===== src/sv/lbbc_pkg.sv =====
// Shared types, constants and the PWM high-time function of the LED blink and breathe controller.
// Used by the controller top level; has no dependencies of its own.
package lbbc_pkg;

  localparam int NUM_LEDS = 3;
  localparam int LED_W = 2;
  localparam int PERIOD_W = 16;
  localparam int GAIN_W = 8;
  localparam int POWER_W = 7;
  localparam int COUNT_W = 8;
  localparam int PHASE_W = 16;
  localparam int INDEX_W = 9;
  localparam int TIME_W = 32;
  localparam int ADDR_W = 3;
  localparam int DATA_W = 16;

  localparam logic [POWER_W-1:0] FULL_POWER = 7'd100;
  localparam logic [INDEX_W-1:0] PHASE_MAX = 9'd511;

  localparam logic [PERIOD_W-1:0] PWM_PERIOD_RST = 16'd1000;
  localparam logic [GAIN_W-1:0] GAIN0_RST = 8'd3;
  localparam logic [GAIN_W-1:0] GAIN1_RST = 8'd7;
  localparam logic [GAIN_W-1:0] GAIN2_RST = 8'd7;
  localparam logic [GAIN_W-1:0] RAMP_INTERVAL_RST = 8'd6;

  localparam logic [ADDR_W-1:0] REG_PWM_PERIOD = 3'd0;
  localparam logic [ADDR_W-1:0] REG_GAIN0 = 3'd1;
  localparam logic [ADDR_W-1:0] REG_GAIN1 = 3'd2;
  localparam logic [ADDR_W-1:0] REG_GAIN2 = 3'd3;
  localparam logic [ADDR_W-1:0] REG_RAMP_INTERVAL = 3'd4;

  typedef enum logic [1:0] {
    CMD_TICK,
    CMD_POWER,
    CMD_BLINK,
    CMD_ANIM
  } cmd_t;

  // A lower high time is a brighter LED; the product saturates the result at zero.
  function automatic logic [PERIOD_W-1:0] drive_high(input logic [POWER_W-1:0] power,
                                                     input logic [GAIN_W-1:0] gain,
                                                     input logic [PERIOD_W-1:0] period);
    logic [POWER_W-1:0] sat;
    logic [POWER_W+GAIN_W-1:0] scaled;
    sat = (power > FULL_POWER) ? FULL_POWER : power;
    scaled = sat * gain;
    if ({1'b0, scaled} >= period) begin
      return '0;
    end
    return period - {1'b0, scaled};
  endfunction

endpackage


===== src/sv/led_blink_breathe_controller.sv =====
// Top level of the LED blink and breathe controller: command decode, blink sequencers and ramp.
// Depends on lbbc_pkg.
//
// Each input beat carries one command: a millisecond tick, a power setting, a blink start or an
// animation switch for one LED. Every input beat produces exactly one output beat that shows
// the three PWM high times, the mask of blinking LEDs and the LED that owns the breathing ramp,
// all as they stand after that command.
// An accepted beat waits in an input register; when it fires, the state registers update and
// drive the output fields directly, and out_valid rises. One beat is taken per cycle while
// out_stall stays low.
// While out_stall holds a result, the state holds with it and the buffered beat waits, so
// in_stall rises once the input register is occupied.
// Configuration is written through cfg_en, cfg_addr and cfg_data at any edge and should only
// change while no beat is in flight. Writes to unknown indexes are ignored.
// Reset is synchronous: all LEDs are off at the reset period, blink and ramp state is cleared,
// the registers take their reset values and both valid flags drop.
module led_blink_breathe_controller
  import lbbc_pkg::*;
(
  input  logic                clk,
  input  logic                rst,
  input  logic                in_valid,
  output logic                in_stall,
  input  logic [1:0]          cmd,
  input  logic [LED_W-1:0]    led_sel,
  input  logic [POWER_W-1:0]  power_level,
  input  logic [COUNT_W-1:0]  blink_count,
  input  logic [PHASE_W-1:0]  blink_phase_len,
  input  logic                enable_flag,
  output logic                out_valid,
  input  logic                out_stall,
  output logic [PERIOD_W-1:0] high_time0,
  output logic [PERIOD_W-1:0] high_time1,
  output logic [PERIOD_W-1:0] high_time2,
  output logic [NUM_LEDS-1:0] blinking_mask,
  output logic [LED_W-1:0]    ramp_led,
  input  logic                cfg_en,
  input  logic [ADDR_W-1:0]   cfg_addr,
  input  logic [DATA_W-1:0]   cfg_data
);

  logic [PERIOD_W-1:0] pwm_period;
  logic [GAIN_W-1:0]   gain [NUM_LEDS];
  logic [GAIN_W-1:0]   ramp_interval;

  logic                item_valid;
  cmd_t                item_cmd;
  logic [LED_W-1:0]    item_led;
  logic [POWER_W-1:0]  item_power;
  logic [COUNT_W-1:0]  item_count;
  logic [PHASE_W-1:0]  item_plen;
  logic                item_enable;
  logic                fire;

  logic [TIME_W-1:0]   now_ticks, now_ticks_next;
  logic [TIME_W-1:0]   last_ramp_time, last_ramp_time_next;
  logic [PERIOD_W-1:0] duty_high [NUM_LEDS];
  logic [PERIOD_W-1:0] duty_high_next [NUM_LEDS];
  logic [NUM_LEDS-1:0] blink_active, blink_active_next;
  logic [NUM_LEDS-1:0] blink_lit, blink_lit_next;
  logic [NUM_LEDS-1:0] phase_odd, phase_odd_next;
  logic [NUM_LEDS-1:0] anim_enabled, anim_enabled_next;
  logic [COUNT_W-1:0]  flash_target [NUM_LEDS];
  logic [COUNT_W-1:0]  flash_target_next [NUM_LEDS];
  logic [PHASE_W-1:0]  phase_length [NUM_LEDS];
  logic [PHASE_W-1:0]  phase_length_next [NUM_LEDS];
  logic [PHASE_W-1:0]  phase_ticks [NUM_LEDS];
  logic [PHASE_W-1:0]  phase_ticks_next [NUM_LEDS];
  logic [INDEX_W-1:0]  phase_index [NUM_LEDS];
  logic [INDEX_W-1:0]  phase_index_next [NUM_LEDS];
  logic [LED_W-1:0]    anim_owner, anim_owner_next;
  logic [POWER_W-1:0]  ramp_level, ramp_level_next;
  logic                ramp_falling, ramp_falling_next;

  logic [PERIOD_W-1:0] full_high [NUM_LEDS];
  logic [PHASE_W-1:0]  tick_count [NUM_LEDS];
  logic [INDEX_W-1:0]  last_phase [NUM_LEDS];
  logic [TIME_W-1:0]   since_ramp;
  logic                led_ok;
  logic                ramp_due;
  logic [LED_W-1:0]    rot1, rot2;

  function automatic logic [LED_W-1:0] next_led(input logic [LED_W-1:0] led);
    return (led >= LED_W'(NUM_LEDS - 1)) ? '0 : led + 1'b1;
  endfunction

  assign fire = item_valid && (!out_valid || !out_stall);
  assign in_stall = item_valid && !fire;

  assign high_time0 = duty_high[0];
  assign high_time1 = duty_high[1];
  assign high_time2 = duty_high[2];
  assign blinking_mask = blink_active;
  assign ramp_led = anim_owner;

  assign led_ok = item_led < LED_W'(NUM_LEDS);
  assign since_ramp = now_ticks + TIME_W'(1) - last_ramp_time;
  assign rot1 = next_led(anim_owner);
  assign rot2 = next_led(rot1);

  always_comb begin
    for (int i = 0; i < NUM_LEDS; i++) begin
      full_high[i] = drive_high(FULL_POWER, gain[i], pwm_period);
      tick_count[i] = phase_ticks[i] + 1'b1;
      last_phase[i] = {flash_target[i], 1'b0} - 1'b1;
    end
  end

  always_comb begin
    now_ticks_next = now_ticks;
    last_ramp_time_next = last_ramp_time;
    duty_high_next = duty_high;
    blink_active_next = blink_active;
    blink_lit_next = blink_lit;
    phase_odd_next = phase_odd;
    anim_enabled_next = anim_enabled;
    flash_target_next = flash_target;
    phase_length_next = phase_length;
    phase_ticks_next = phase_ticks;
    phase_index_next = phase_index;
    anim_owner_next = anim_owner;
    ramp_level_next = ramp_level;
    ramp_falling_next = ramp_falling;
    ramp_due = 1'b0;
    if (fire) begin
      unique case (item_cmd)
        CMD_TICK: begin
          now_ticks_next = now_ticks + 1'b1;
          for (int i = 0; i < NUM_LEDS; i++) begin
            if (blink_active[i]) begin
              if (tick_count[i] >= phase_length[i]) begin
                phase_ticks_next[i] = '0;
                if (phase_index[i] < PHASE_MAX) begin
                  phase_index_next[i] = phase_index[i] + 1'b1;
                end
                phase_odd_next[i] = !phase_odd[i];
              end else begin
                phase_ticks_next[i] = tick_count[i];
              end
              if (flash_target[i] != '0 && phase_index_next[i] >= last_phase[i]) begin
                duty_high_next[i] = pwm_period;
                blink_active_next[i] = 1'b0;
              end
              if (!phase_odd_next[i] && !blink_lit[i]) begin
                duty_high_next[i] = full_high[i];
                blink_lit_next[i] = 1'b1;
              end else if (phase_odd_next[i] && blink_lit[i]) begin
                duty_high_next[i] = pwm_period;
                blink_lit_next[i] = 1'b0;
              end
            end
          end
          ramp_due = (|anim_enabled) && (since_ramp > {{(TIME_W-GAIN_W){1'b0}}, ramp_interval})
                     && !blink_active_next[anim_owner];
          if (ramp_due) begin
            duty_high_next[anim_owner] = drive_high(ramp_level, gain[anim_owner], pwm_period);
            if (!ramp_falling) begin
              if (ramp_level >= FULL_POWER) begin
                ramp_level_next = FULL_POWER;
                ramp_falling_next = 1'b1;
              end else begin
                ramp_level_next = ramp_level + 1'b1;
              end
            end else if (ramp_level != '0) begin
              ramp_level_next = ramp_level - 1'b1;
            end else begin
              ramp_falling_next = 1'b0;
              for (int i = 0; i < NUM_LEDS; i++) begin
                duty_high_next[i] = pwm_period;
              end
              if (anim_enabled[rot1]) begin
                anim_owner_next = rot1;
              end else if (anim_enabled[rot2]) begin
                anim_owner_next = rot2;
              end
            end
            last_ramp_time_next = now_ticks_next;
          end
        end
        CMD_POWER: begin
          if (led_ok) begin
            duty_high_next[item_led] = drive_high(item_power, gain[item_led], pwm_period);
          end
        end
        CMD_BLINK: begin
          if (led_ok) begin
            blink_active_next[item_led] = 1'b1;
            blink_lit_next[item_led] = 1'b1;
            flash_target_next[item_led] = item_count;
            phase_length_next[item_led] = (item_plen == '0) ? PHASE_W'(1) : item_plen;
            phase_ticks_next[item_led] = '0;
            phase_index_next[item_led] = '0;
            phase_odd_next[item_led] = 1'b0;
            duty_high_next[item_led] = full_high[item_led];
          end
        end
        CMD_ANIM: begin
          if (led_ok) begin
            if (anim_enabled == '0) begin
              anim_owner_next = item_led;
              ramp_level_next = '0;
              ramp_falling_next = 1'b0;
            end
            anim_enabled_next[item_led] = item_enable;
            if (!item_enable) begin
              duty_high_next[item_led] = pwm_period;
            end
          end
        end
        default: begin
        end
      endcase
    end
  end

  always_ff @(posedge clk) begin
    if (rst) begin
      pwm_period <= PWM_PERIOD_RST;
      gain[0] <= GAIN0_RST;
      gain[1] <= GAIN1_RST;
      gain[2] <= GAIN2_RST;
      ramp_interval <= RAMP_INTERVAL_RST;
    end else if (cfg_en) begin
      unique case (cfg_addr)
        REG_PWM_PERIOD:    pwm_period <= cfg_data[PERIOD_W-1:0];
        REG_GAIN0:         gain[0] <= cfg_data[GAIN_W-1:0];
        REG_GAIN1:         gain[1] <= cfg_data[GAIN_W-1:0];
        REG_GAIN2:         gain[2] <= cfg_data[GAIN_W-1:0];
        REG_RAMP_INTERVAL: ramp_interval <= cfg_data[GAIN_W-1:0];
        default: begin
        end
      endcase
    end
  end

  always_ff @(posedge clk) begin
    if (in_valid && !in_stall) begin
      item_cmd <= cmd_t'(cmd);
      item_led <= led_sel;
      item_power <= power_level;
      item_count <= blink_count;
      item_plen <= blink_phase_len;
      item_enable <= enable_flag;
    end
  end

  always_ff @(posedge clk) begin
    if (rst) begin
      item_valid <= 1'b0;
      out_valid <= 1'b0;
      now_ticks <= '0;
      last_ramp_time <= '0;
      for (int i = 0; i < NUM_LEDS; i++) begin
        duty_high[i] <= PWM_PERIOD_RST;
        flash_target[i] <= '0;
        phase_length[i] <= '0;
        phase_ticks[i] <= '0;
        phase_index[i] <= '0;
      end
      blink_active <= '0;
      blink_lit <= '0;
      phase_odd <= '0;
      anim_enabled <= '0;
      anim_owner <= '0;
      ramp_level <= '0;
      ramp_falling <= 1'b0;
    end else begin
      item_valid <= in_valid || in_stall;
      if (fire) begin
        out_valid <= 1'b1;
      end else if (!out_stall) begin
        out_valid <= 1'b0;
      end
      now_ticks <= now_ticks_next;
      last_ramp_time <= last_ramp_time_next;
      duty_high <= duty_high_next;
      flash_target <= flash_target_next;
      phase_length <= phase_length_next;
      phase_ticks <= phase_ticks_next;
      phase_index <= phase_index_next;
      blink_active <= blink_active_next;
      blink_lit <= blink_lit_next;
      phase_odd <= phase_odd_next;
      anim_enabled <= anim_enabled_next;
      anim_owner <= anim_owner_next;
      ramp_level <= ramp_level_next;
      ramp_falling <= ramp_falling_next;
    end
  end

endmodule


===== config.mk =====
export PLATFORM = sky130hd
export DESIGN_NAME = led_blink_breathe_controller
export DESIGN_NICKNAME = d
export VERILOG_FILES = /design/src/sv/lbbc_pkg.sv /design/src/sv/led_blink_breathe_controller.sv
export SDC_FILE = /design/constraint.sdc
export NUM_CORES = 2
export LEC_CHECK = 0
export BUFFER_PORTS_ARGS = -buffer_cell sky130_fd_sc_hd__buf_2
export CORE_MARGIN = 3
export CORE_UTILIZATION = 50
export CTS_CLUSTER_DIAMETER = 30
export DETAILED_ROUTE_END_ITERATION = 6
export PLACE_DENSITY_LB_ADDON = 0.2
export SLEW_MARGIN = 20
export SYNTH_ARGS = -nofsm -noshare
export SYNTH_HDL_FRONTEND = slang
export SYNTH_SLANG_ARGS = --single-unit

===== constraint.sdc =====
create_clock -name clk -period 10.16 [get_ports clk]
set_input_delay 3.048 -clock clk [delete_from_list [all_inputs] [get_ports clk]]
set_output_delay 3.048 -clock clk [all_outputs]
set_load 0.05 [all_outputs]

==> results.cfg <==
[cells_and_area]
utilization_pct = 57.81
areaGrowthSynthToFinish_pct = 13.65
fillers = 6225
drive_gt1_share_pct = 9.339
fin_cells = 5406
fin_nets = 4938
design_area_um2 = 38280

[place]
dp_slack_ps = 1776
portBuffers = 114
place_hpwl_um = 85670
dpl.cell_count = 5218
placed_cell_area_um2 = 34840
place.gp.congestion = 1.069

[job]
drv_cap = 0

[drt]
wirelength_um = 120100
avgViaCountPerCell = 6.261
drt_pre_antenna_iters = 7
drt-initial-drc-count = 4112
vias = 33850
routedWlPerCell_um = 22.21
route.detailed.drc = 3
postRouteAntennaNets = 0

[critical_path]
start_kind = register
cp-end-kind = register
worst_path_max_delay_cell = nor2_1
cpPeakStageDelay_ps = 740
crit_path_frequent_cell = inv_1
path_class = reg2reg
crit_fanout = 14
worstPathRequired_ps = 10750
crit_arrival_ps = 9280

[clock_network]
cts_tree = yes
cts_hold_buf = 0
clk_latency_ps = 660
clkTransAtPathRegs_ps = 50
cts_inserted_buffers = 99
root_buffer = clkbuf_16
cts_max_level = 3
post_cts_buffers = 0
cts_resized = 0
clock_sinks = 371
clockBufferDepth = 3

[power_and_ir_drop]
p_leak_nw = 16.39
peakVddDrop_mv = 0.1663
power_mw = 7.337
powerDensity_nw_per_um2 = 191.6

[floorplan]
rows = 94
die_w_um = 265.6
die_area_um2 = 70520
io_pins = 115
die_y_um = 265.6
start_util_pct = 50.87
core_area_um2 = 66220

[outcome]
violations = design-rule violations
status = finished with violations

[timing]
holdWs_ps = 450.8
max_freq_mhz = 115.0
finalSetupViolCount = 0
rsz0062_at_grt = no
finalCriticalPeriod_ps = 8692
relSlewSlack_pct = 19.97
worst_pin_slew_ps = 1199
final.setup.worst_slack_ps = 1468
fin_crit_sh_pct = 85.55
tns_ps = 0
final-hold-violation-count = 0
slew_violations = 0
finClkSkew_ps = 35.49

[synth]
syn_area_um2 = 33680
synth_cell_types = 93
ys_ff_latch = 371
avgSynthCellArea_um2 = 7.626
ys_top_cells_by_count = 486 x nand2_1, 486 x nor2_1, 409 x a21oi_1
synth_top_cell_area_share_pct = 18.48
yosys.area.top_type = dfxtp_1
ys_warn_count = 0
synth_edf_count = 60
synthTopCellsByArea = dfxtp_1 18%, ha_1 13%, a21oi_1 6.1%
syn_inst = 4417
async_reset_ff_share_pct = 0
synthFlopType = dfxtp_1
synth_seq_area_share_pct = 23.83
synth_fp_nets = 4900

[global_route]
grt-busiest-layer = met2
use_met3_pct = 8.815
antenna_found_initial = 6
met1_usage_pct = 42.99
grt_pass1_wl_um = 183400
overflow = 0
grt_pass1_vias = 31740
grt_max_degree = 202
met2_usage_pct = 49.22
gr-usage-all-layers_pct = 33.08

[worst_hold_path]
min_path_type = reg2reg
## power breakdown
part           total (mW)  switching, mW  internal (mW)
clock network        3.18           1.04           2.15
logic                2.55           1.68          0.871
registers            1.60         0.0680           1.54
## critical path, delay by kind of cell (launching register included)
kind | cells | cell delay [ps]
adders and majority gates | 7 | 2950
buffers and inverters | 7 | 580
xor gates and xnor gates | 1 | 90
DFF | 1 | 400
AOI/OAI and AO/OA | 12 | 2620
and+or+nand+nor | 7 | 1990
## cell type report
| cell class | count | area (µm²) | share of cell area (%) |
|---|---|---|---|
| Clock inverter | 61 | 710.7 | 1.856 |
| Antenna cell | 2 | 5.005 | 0.01307 |
| Clock buffer | 125 | 2715 | 7.092 |
| Tap cell | 864 | 1081 | 2.824 |
| Inverter | 303 | 1137 | 2.971 |
| Timing Repair Buffer | 167 | 991.0 | 2.589 |
| Sequential cell | 371 | 8028 | 20.97 |
| Multi-Input combinational cell | 3513 | 23610 | 61.68 |
## routing by layer
layer / wire, µm / up-vias / share of wire [%]
met5: 22 / - / 0.018
li1: - / 15900 / -
met4: 8463 / 4 / 7.0
met3: 13140 / 550 / 11
met1: 48880 / 15560 / 41
met2: 49560 / 1835 / 41
## flip-flops by register name, indices dropped and copies added, names as in the netlist, 2 cells and up, named ones only
register        flops
anim_enabled        3
blink_lit           3
blinking_mask       3
flash_target       24
gain               24
high_time0         16
high_time1         16
high_time2         16
item_cmd            2
item_count          8
item_led            2
item_plen          16
item_power          7
last_ramp_time     32
now_ticks          32
phase_index        27
phase_length       48
phase_odd           3
phase_ticks        48
pwm_period         16
ramp_interval       8
ramp_led            2
ramp_level          7
## cell families (layout without fill, tap and decap cells)
group                    Yosys count  count (layout)  share of synthesized area (%)
multiplexers                      42              42                          1.278
other                              0               2                              0
flip-flops                       371             371                          23.83
AO/OA/AOI/OAI                   1226            1226                          23.46
XOR/XNOR                         232             232                          6.073
AND/OR/NAND/NOR                 1590            1590                          21.82
adder cells (fa/ha/maj)          423             423                          17.34
buffers and inverters            533             656                          6.192
## cells in the final DEF (no fill, tap or decap), drive strengths merged, types with 13 or more instances in the layout
master,n
or3,31
buf,167
o211ai,29
o21ai,255
nor3,111
o221ai,27
mux2i,34
nor2b,50
ha,350
dfxtp,311
and3,60
xnor2,105
a21oi,414
nand2b,45
xor2,126
or2,26
nand2,487
nor4,47
and2,35
a221oi,22
o31ai,28
fa,73
clkbuf,125
nand4,49
a31oi,33
nor2,488
a21o,72
a211oi,50
clkinv,38
nand3b,17
inv,311
o32ai,13
a211o,13
o22ai,20
edfxtp,60
a22oi,35
a2111oi,14
nand3,111
o21a,33
## final timing paths
kind	start	end	slack, ps	cells past startpoint
worst max-delay path	ramp_level[0]	high_time0[7]	1470	34
worst min-delay path	phase_length[36]	phase_length[36]	450	2
worst max register to register	ramp_level[0]	high_time0[7]	1470	34
worst min register to register	phase_length[36]	phase_length[36]	450	2
(Power assumes the default switching activity.)
